File: src/design/aip_pkg.sv
`timescale 1ns / 1ps

package aip_pkg;

    // result status codes
    localparam logic [1:0] STATUS_OK     = 2'd0;
    localparam logic [1:0] STATUS_SYNTAX = 2'd1;
    localparam logic [1:0] STATUS_RANGE  = 2'd2;

    // range check modes (codes five to seven act as the full int32 range)
    localparam logic [2:0] RANGE_INT32  = 3'd0;
    localparam logic [2:0] RANGE_UINT31 = 3'd1;
    localparam logic [2:0] RANGE_S16    = 3'd2;
    localparam logic [2:0] RANGE_U8     = 3'd3;
    localparam logic [2:0] RANGE_S8     = 3'd4;

    // character codes
    localparam logic [7:0] CHAR_PLUS   = 8'h2B;
    localparam logic [7:0] CHAR_MINUS  = 8'h2D;
    localparam logic [7:0] CHAR_ZERO   = 8'h30;
    localparam logic [7:0] CHAR_NINE   = 8'h39;
    localparam logic [7:0] CHAR_LOW_A  = 8'h61;
    localparam logic [7:0] CHAR_LOW_F  = 8'h66;
    localparam logic [7:0] CHAR_UP_A   = 8'h41;
    localparam logic [7:0] CHAR_UP_F   = 8'h46;
    localparam logic [7:0] CHAR_LOW_X  = 8'h78;
    localparam logic [7:0] CHAR_UP_X   = 8'h58;
    localparam logic [7:0] CHAR_SPACE  = 8'h20;
    localparam logic [7:0] CHAR_TAB    = 8'h09;
    localparam logic [7:0] CHAR_CR     = 8'h0D;

    // one result as the parse core hands it to the output stage
    typedef struct packed {
        logic signed [31:0] value;
        logic [1:0]         status;
    } result_t;

endpackage

File: src/design/aip_parse_core.sv
`timescale 1ns / 1ps

module aip_parse_core (
    input  logic                 aclk,
    input  logic                 aresetn,
    input  logic                 step_en,
    input  logic [7:0]           character,
    input  logic                 end_marker,
    input  logic [2:0]           range_mode,
    output aip_pkg::result_t     result
);

    typedef enum logic [2:0] {
        PH_LEAD,
        PH_SIGN,
        PH_ZERO,
        PH_HEXSTART,
        PH_DEC,
        PH_HEX,
        PH_TRAIL
    } phase_t;

    phase_t      phase_reg, phase_next;
    logic        neg_reg, neg_next;
    logic        hex_reg, hex_next;
    logic [31:0] mag_reg, mag_next;
    logic        ovf_reg, ovf_next;
    logic        err_reg, err_next;

    // character classes
    logic       is_ws;
    logic       is_dec;
    logic       is_hex_letter;
    logic [3:0] dec_val;
    logic [3:0] hex_val;
    logic       use_hex;
    logic       digit_ok;
    logic [3:0] digit;

    always_comb begin
        is_ws = (character == aip_pkg::CHAR_SPACE)
             || (character >= aip_pkg::CHAR_TAB && character <= aip_pkg::CHAR_CR);
        is_dec = (character >= aip_pkg::CHAR_ZERO) && (character <= aip_pkg::CHAR_NINE);
        is_hex_letter = (character >= aip_pkg::CHAR_LOW_A && character <= aip_pkg::CHAR_LOW_F)
                     || (character >= aip_pkg::CHAR_UP_A && character <= aip_pkg::CHAR_UP_F);
        dec_val = character[3:0];
        // letters a-f and A-F share the low three bits: 1..6 maps to 10..15
        hex_val = 4'd9 + {1'b0, character[2:0]};
        use_hex = (phase_reg == PH_HEXSTART) || (phase_reg == PH_HEX);
        digit_ok = is_dec || (use_hex && is_hex_letter);
        digit = is_dec ? dec_val : hex_val;
    end

    // shift-add accumulate, 36 bits so any carry past 32 is seen
    logic [35:0] mag_ext;
    logic [35:0] acc_sum;

    always_comb begin
        mag_ext = {4'b0, mag_reg};
        if (hex_reg) begin
            acc_sum = (mag_ext << 4) + {32'b0, digit};
        end else begin
            acc_sum = (mag_ext << 3) + (mag_ext << 1) + {32'b0, digit};
        end
    end

    // next parse state for one character
    always_comb begin
        phase_next = phase_reg;
        neg_next   = neg_reg;
        hex_next   = hex_reg;
        mag_next   = mag_reg;
        ovf_next   = ovf_reg;
        err_next   = err_reg;
        if (!err_reg) begin
            case (phase_reg)
                PH_LEAD, PH_SIGN: begin
                    if (phase_reg == PH_LEAD && is_ws) begin
                        phase_next = PH_LEAD;
                    end else if (phase_reg == PH_LEAD && (character == aip_pkg::CHAR_PLUS
                            || character == aip_pkg::CHAR_MINUS)) begin
                        neg_next   = (character == aip_pkg::CHAR_MINUS);
                        phase_next = PH_SIGN;
                    end else if (is_dec) begin
                        mag_next   = {28'b0, dec_val};
                        phase_next = (dec_val == 4'd0) ? PH_ZERO : PH_DEC;
                    end else begin
                        err_next = 1'b1;
                    end
                end
                PH_ZERO: begin
                    if (character == aip_pkg::CHAR_LOW_X || character == aip_pkg::CHAR_UP_X) begin
                        hex_next   = 1'b1;
                        phase_next = PH_HEXSTART;
                    end else if (is_ws) begin
                        phase_next = PH_TRAIL;
                    end else if (is_dec) begin
                        mag_next   = acc_sum[31:0];
                        phase_next = PH_DEC;
                    end else begin
                        err_next = 1'b1;
                    end
                end
                PH_HEXSTART: begin
                    if (digit_ok) begin
                        mag_next   = acc_sum[31:0];
                        phase_next = PH_HEX;
                    end else begin
                        err_next = 1'b1;
                    end
                end
                PH_DEC, PH_HEX: begin
                    if (is_ws) begin
                        phase_next = PH_TRAIL;
                    end else if (digit_ok) begin
                        if (!ovf_reg) begin
                            mag_next = acc_sum[31:0];
                            ovf_next = (acc_sum[35:32] != 4'd0);
                        end
                    end else begin
                        err_next = 1'b1;
                    end
                end
                PH_TRAIL: begin
                    if (!is_ws) begin
                        err_next = 1'b1;
                    end
                end
                default: begin
                    err_next = 1'b1;
                end
            endcase
        end
    end

    // result for an end marker, built from the current state
    logic [31:0] bits;
    logic        in_range;

    always_comb begin
        bits = neg_reg ? (32'd0 - mag_reg) : mag_reg;
        case (range_mode)
            aip_pkg::RANGE_UINT31: in_range = !bits[31];
            aip_pkg::RANGE_S16:    in_range = (bits[31:15] == 17'd0) || (&bits[31:15]);
            aip_pkg::RANGE_U8:     in_range = (bits[31:8] == 24'd0);
            aip_pkg::RANGE_S8:     in_range = (bits[31:7] == 25'd0) || (&bits[31:7]);
            default:               in_range = 1'b1;
        endcase
        if (err_reg || phase_reg == PH_LEAD || phase_reg == PH_SIGN
                || phase_reg == PH_HEXSTART) begin
            result.status = aip_pkg::STATUS_SYNTAX;
            result.value  = '0;
        end else if (ovf_reg || !in_range) begin
            result.status = aip_pkg::STATUS_RANGE;
            result.value  = '0;
        end else begin
            result.status = aip_pkg::STATUS_OK;
            result.value  = bits;
        end
    end

    // parse state; an end marker returns it to reset
    always_ff @(posedge aclk) begin
        if (!aresetn) begin
            phase_reg <= PH_LEAD;
            neg_reg   <= 1'b0;
            hex_reg   <= 1'b0;
            mag_reg   <= '0;
            ovf_reg   <= 1'b0;
            err_reg   <= 1'b0;
        end else if (step_en) begin
            if (end_marker) begin
                phase_reg <= PH_LEAD;
                neg_reg   <= 1'b0;
                hex_reg   <= 1'b0;
                mag_reg   <= '0;
                ovf_reg   <= 1'b0;
                err_reg   <= 1'b0;
            end else begin
                phase_reg <= phase_next;
                neg_reg   <= neg_next;
                hex_reg   <= hex_next;
                mag_reg   <= mag_next;
                ovf_reg   <= ovf_next;
                err_reg   <= err_next;
            end
        end
    end

endmodule

File: src/design/ascii_integer_parser_unit.sv
`timescale 1ns / 1ps

// ASCII integer parser: takes one character per transfer on the s_ channel and,
// on a transfer with s_end_marker set, returns one signed 32-bit value and a
// status (0 ok, 1 bad syntax or empty, 2 out of range) on the m_ channel.
// Accepted text is ws* [+-]? (0x hexdigits | decimal digits) ws*, with the
// x and hex letters in either case. range_mode (written with range_mode_we
// while idle) selects the range check: 0 int32, 1 int32 >= 0, 2 s16, 3 u8,
// 4 s8. Throughput is one character per clock: each character passes an
// input register, then one shift-add and phase update against the parse
// state registers. An end marker is held in the input register, then its result
// is loaded into the output register behind m_valid; the input side only stalls
// when an end marker meets an output result that has not yet been taken.
module ascii_integer_parser_unit (
    input  logic               aclk,
    input  logic               aresetn,
    input  logic               range_mode_we,
    input  logic [2:0]         range_mode_wdata,
    input  logic               s_valid,
    output logic               s_ready,
    input  logic [7:0]         s_character,
    input  logic               s_end_marker,
    output logic               m_valid,
    input  logic               m_ready,
    output logic signed [31:0] m_parsed_value,
    output logic [1:0]         m_status
);

    logic [2:0]         range_mode_reg;
    logic               in_valid_reg;
    logic [7:0]         in_char_reg;
    logic               in_end_reg;
    logic               out_valid_reg;
    logic signed [31:0] out_value_reg;
    logic [1:0]         out_status_reg;
    logic               advance;
    aip_pkg::result_t   result;

    // the held item moves on unless it is an end marker blocked by a waiting result
    assign advance = in_valid_reg && (!in_end_reg || !out_valid_reg || m_ready);
    assign s_ready = !in_valid_reg || advance;

    // configuration register
    always_ff @(posedge aclk) begin
        if (!aresetn) begin
            range_mode_reg <= aip_pkg::RANGE_INT32;
        end else if (range_mode_we) begin
            range_mode_reg <= range_mode_wdata;
        end
    end

    // input register
    always_ff @(posedge aclk) begin
        if (!aresetn) begin
            in_valid_reg <= 1'b0;
        end else if (s_ready) begin
            in_valid_reg <= s_valid;
        end
    end

    always_ff @(posedge aclk) begin
        if (s_ready && s_valid) begin
            in_char_reg <= s_character;
            in_end_reg  <= s_end_marker;
        end
    end

    aip_parse_core u_core (
        .aclk       (aclk),
        .aresetn    (aresetn),
        .step_en    (advance),
        .character  (in_char_reg),
        .end_marker (in_end_reg),
        .range_mode (range_mode_reg),
        .result     (result)
    );

    // output register
    always_ff @(posedge aclk) begin
        if (!aresetn) begin
            out_valid_reg <= 1'b0;
        end else if (advance && in_end_reg) begin
            out_valid_reg <= 1'b1;
        end else if (m_ready) begin
            out_valid_reg <= 1'b0;
        end
    end

    always_ff @(posedge aclk) begin
        if (advance && in_end_reg) begin
            out_value_reg  <= result.value;
            out_status_reg <= result.status;
        end
    end

    assign m_valid        = out_valid_reg;
    assign m_parsed_value = out_value_reg;
    assign m_status       = out_status_reg;

endmodule

File: config.mk
export PLATFORM = sky130hd
export DESIGN_NAME = ascii_integer_parser_unit
export DESIGN_NICKNAME = d
export VERILOG_FILES = /design/src/design/aip_pkg.sv /design/src/design/aip_parse_core.sv /design/src/design/ascii_integer_parser_unit.sv
export SDC_FILE = /design/constraint.sdc
export NUM_CORES = 1
export LEC_CHECK = 0
export ABC_CLOCK_PERIOD_IN_PS = 8300
export BUFFER_PORTS_ARGS = -buffer_cell sky130_fd_sc_hd__buf_2
export CAP_MARGIN = 0
export CORE_ASPECT_RATIO = 1.1
export CORE_MARGIN = 2
export CORE_UTILIZATION = 60
export CTS_CLUSTER_SIZE = 30
export DETAILED_ROUTE_END_ITERATION = 8
export PLACE_DENSITY_LB_ADDON = 0.05
export SETUP_SLACK_MARGIN = 0.2
export SLEW_MARGIN = 20
export SYNTH_ARGS = -nofsm -noshare
export SYNTH_HDL_FRONTEND = slang
export SYNTH_SLANG_ARGS = --single-unit
File: constraint.sdc
create_clock -name aclk -period 8.3 [get_ports aclk]
set_input_delay 1.66 -clock aclk [delete_from_list [all_inputs] [get_ports aclk]]
set_output_delay 1.66 -clock aclk [all_outputs]
set_load 0.1 [all_outputs]
==> results.env <==
YOSYS.CELL_COUNT.TOP_TYPE='sky130_fd_sc_hd__nor2_1'
GRT_MAX_DEGREE=47
PLACE_WORST_SETUP_SLACK_NS=3.649
SETUP.WORST_PATH.END_CLASS='flop'
YOSYSTOPAREACELL='sky130_fd_sc_hd__edfxtp_1'
SEQ_AREA_FRAC_SYNTH_PCT=28.21
P_PER_AREA_nW_PER_UM2=116.8
CLOCKBUFFERDEPTH=2
AREAGROWTHSYNTHTOFINISH_PCT=7.361
SYNTH_CELL_TYPE_COUNT=76
SYNTH_WARNINGS=0
NUMBER_OF_ENABLE_FLIP_FLOP_CELLS_AFTER_SYNTHESIS=43
CTS_STAGE_HOLD_BUFFER_COUNT=0
CLKTRANSATPATHREGS_NS=0.07
GRT_PASS1_VIAS=6707
POST_DRT_VIA_CELL_RATIO=6.601
POST_CTS.RESIZED_INSTANCES=0
GRT_PASS1_WL_MM=33.04
SYNTH_AREA_UM2=7700
REG2REG_DEPTH=19
CP-START-KIND='flop'
POST_ROUTE_CELLS_DRIVE_ABOVE_1_SHARE_PCT=13.84
POST-ROUTE-MIN-PERIOD_NS=4.744
TRITONCTS.NUM_BUFFERS=9
RESULT_OF_THE_RUN='finished clean'
POST-ROUTE-PERIOD-UTIL_PCT=57.16
POST-CTS-SETUP-BUFFERS=0
SYNTH.NET_COUNT=1000
WORSTSETUPPATHTYPE='flop to flop'
PLACE_HPWL_MM=15.15
GRT_USE_TOTAL_PCT=29.76
IR_DROP_mV=0.09464
ANTENNA_FOUND_INITIAL=0
POSTLAYOUTCOREUTIL_PCT=65.66
FINAL_DESIGN_AREA_NO_FILL_UM2=8267
YOSYS-TOP-CELLS-AREA='sky130_fd_sc_hd__edfxtp_1, sky130_fd_sc_hd__ha_1, sky130_fd_sc_hd__dfxtp_1'
GRT_SETUP_UNREPAIRED='no'
CRITICAL_PATH_REQUIRED_NS=8.54
IO_BUFFERS=52
IOPINCOUNT=53
POST_SYNTH.CELL_AREA_AVG_UM2=8.471
DRT-TOTAL-WL_MM=20.70
SLEW-LIMIT-HEADROOM_PCT=27.56
POWER.STATIC_LEAKAGE_nW=3.340
FIN_TNS_SETUP_NS=0
FIRST_ITER_VIOLATIONS=625
INITIAL_CORE_UTIL_PCT=61.16
DOMINANTREGCELLSYNTH='sky130_fd_sc_hd__dfxtp_1'
ASYNCSETRESETFLOPFRACSYNTH_PCT=0
SETUP_WS_NS=3.556
CHIPHEIGHT_UM=122.8
CLOCK_SINK_COUNT=87
TOTAL_CELL_AREA_AT_THE_PLACEMENT_STAGE_UM2=7965
R2R_SETUP_SLACK_NS=3.56
DESIGN.CORE.AREA_UM2=12590
TIMING.HOLD.WORST_PATH_DEPTH=2
HOLD_PATH.STARTPOINT='u_core.err_reg$_SDFFE_PN0P_'
DRV_SLEW=0
NUMBER_OF_VIOLATIONS_OF_THE_MAX_CAPACITANCE_LIMIT=0
PLACED_CELLS_INCL_TAPS=1065
TIMING_WORST_SLEW_PIN_VALUE_NS=1.084
TIMING.HOLD.WORST_ENDPOINT='u_core.err_reg$_SDFFE_PN0P_'
REMAINING_DRC_ERRORS=0
SETUP_VIOL=0
CLOCK_SKEW_NS=0.008752
POSTSYNTHREGISTERBITS=87
DIE_AREA_UM2=13760
FMAXACHIEVABLE_MHz=210.8
ROUTE.VIAS.TOTAL=7142
CRIT_FANOUT=5
LAYOUT.CELLS.NON_FILLER=1082
POST_SYNTH_INST_COUNT=909
GP_ROUTABILITY_CONGESTION=0.9439
TIMING.RR.END='u_core.mag_reg[30]$_SDFFE_PN0P_'
ARRIVAL_NS=4.98
SYNTHTOPCELLSBYCOUNT='sky130_fd_sc_hd__nor2_1, sky130_fd_sc_hd__ha_1, sky130_fd_sc_hd__a21oi_1, sky130_fd_sc_hd__nand2_1, sky130_fd_sc_hd__o21ai_0'
ANTENNA_CELLS_INSERTED=0
GRT-OVFL-TOTAL=0
CLK_ROOT_BUFFER_CELL='sky130_fd_sc_hd__clkbuf_16'
DIE_W_UM=112.0
CLOCK_LATENCY_NS=0.35
HOLD_SLACK_NS=0.5244
NUMBER_OF_CORE_ROWS=43
YOSYS.AREA.TOP_TYPE_SHARE_PCT=16.77
TOTAL_POWER_mW=0.9656
DETAIL_ROUTE.FIRST_PASS.ITERATIONS=5
AVGROUTEDWIREPERCELL_UM=19.13
TRITONCTS='yes'
WORST_R2R_STARTPOINT='in_char_reg[1]$_DFFE_PP_'
DRT.ANTENNA.VIOLATING_NETS=0
FINALNETCOUNT=1011
HTREE_NUM_LEVELS=3
HOLD_VIOL_FINAL=0
TIMING.HOLD.WORST.CLASS='flop to flop'
[cell usage in the layout, fill, tap and decap left out, types with 15 or more instances in the layout]
master,n
sky130_fd_sc_hd__xnor2_1,28
sky130_fd_sc_hd__nor3_1,31
sky130_fd_sc_hd__edfxtp_1,43
sky130_fd_sc_hd__xor2_1,30
sky130_fd_sc_hd__a22oi_1,17
sky130_fd_sc_hd__a31oi_1,15
sky130_fd_sc_hd__nor3_2,27
sky130_fd_sc_hd__dfxtp_1,44
sky130_fd_sc_hd__nand3_1,22
sky130_fd_sc_hd__a21oi_1,69
sky130_fd_sc_hd__inv_1,28
sky130_fd_sc_hd__o21ai_0,47
sky130_fd_sc_hd__buf_2,52
sky130_fd_sc_hd__ha_1,72
sky130_fd_sc_hd__nand2_1,69
sky130_fd_sc_hd__nor2_1,72
[worst max-delay path: stages (launching register included)]
cell and delay, ns:
sky130_fd_sc_hd__edfxtp_1 0.46, sky130_fd_sc_hd__inv_1 0.18, sky130_fd_sc_hd__ha_1 0.25, sky130_fd_sc_hd__o21bai_1 0.12
sky130_fd_sc_hd__a21oi_1 0.25, sky130_fd_sc_hd__nor2_1 0.09, sky130_fd_sc_hd__xnor2_1 0.15, sky130_fd_sc_hd__ha_1 0.29
sky130_fd_sc_hd__ha_1 0.16, sky130_fd_sc_hd__inv_1 0.05, sky130_fd_sc_hd__fa_1 0.37, sky130_fd_sc_hd__nor2b_1 0.21
sky130_fd_sc_hd__o211ai_1 0.13, sky130_fd_sc_hd__a31o_2 0.27, sky130_fd_sc_hd__a21oi_1 0.24, sky130_fd_sc_hd__a31oi_1 0.20
sky130_fd_sc_hd__o21ai_0 0.63, sky130_fd_sc_hd__a21bo_2 0.27, sky130_fd_sc_hd__mux2i_1 0.08, sky130_fd_sc_hd__o31a_1 0.24
[where the power goes]
part / leakage (nW) / internal, mW / total [mW] / switching (mW)
logic: 2.44 / 0.0311 / 0.113 / 0.0815
clock network: 0.126 / 0.205 / 0.385 / 0.181
registers: 0.771 / 0.458 / 0.468 / 0.0101
[per-layer routing]
layer	routed length, um	GRT usage (%)	share of wire (%)	vias to the layer above
met4	768	15.09	3.7	0
li1	-	-	-	3435
met5	0	0	0	-
met1	8984	36.84	43	3398
met2	9934	51.33	48	259
met3	1016	3.802	4.9	50
[final cells by class]
class	instances	area (um^2)
Clock buffer	10	229.0
Timing Repair Buffer	59	332.8
Tap cell	157	196.4
Inverter	31	116.4
Sequential cell	87	2172
Fill cell	1086	4323
Clock inverter	6	45.04
Multi-Input combinational cell	732	5175
[kinds of logic after synthesis]
kind of cell,Yosys count,share of synthesized area [%]
XOR/XNOR,58,6.597
AO/OA/AOI/OAI,260,22.59
multiplexers,15,1.966
buffers and inverters,90,4.924
flip-flops,87,28.21
AND/OR/NAND/NOR,325,23.50
adder cells (fa/ha/maj),74,12.22
[worst max-delay path by stage]
stage / slack [ns] / to / startpoint
global placement: 3.83 / u_core.mag_reg[30]$_SDFFE_PN0P_ / in_char_reg[0]$_DFFE_PP_
CTS: 3.61 / u_core.mag_reg[30]$_SDFFE_PN0P_ / in_char_reg[1]$_DFFE_PP_
floorplan: 3.93 / s_ready / m_ready
global route: 3.16 / u_core.ovf_reg$_SDFFE_PN0P_ / in_char_reg[1]$_DFFE_PP_
finish: 3.56 / u_core.mag_reg[30]$_SDFFE_PN0P_ / in_char_reg[1]$_DFFE_PP_
detailed placement: 3.65 / u_core.mag_reg[30]$_SDFFE_PN0P_ / in_char_reg[1]$_DFFE_PP_
Note: power is estimated with default switching activity, not from simulation.
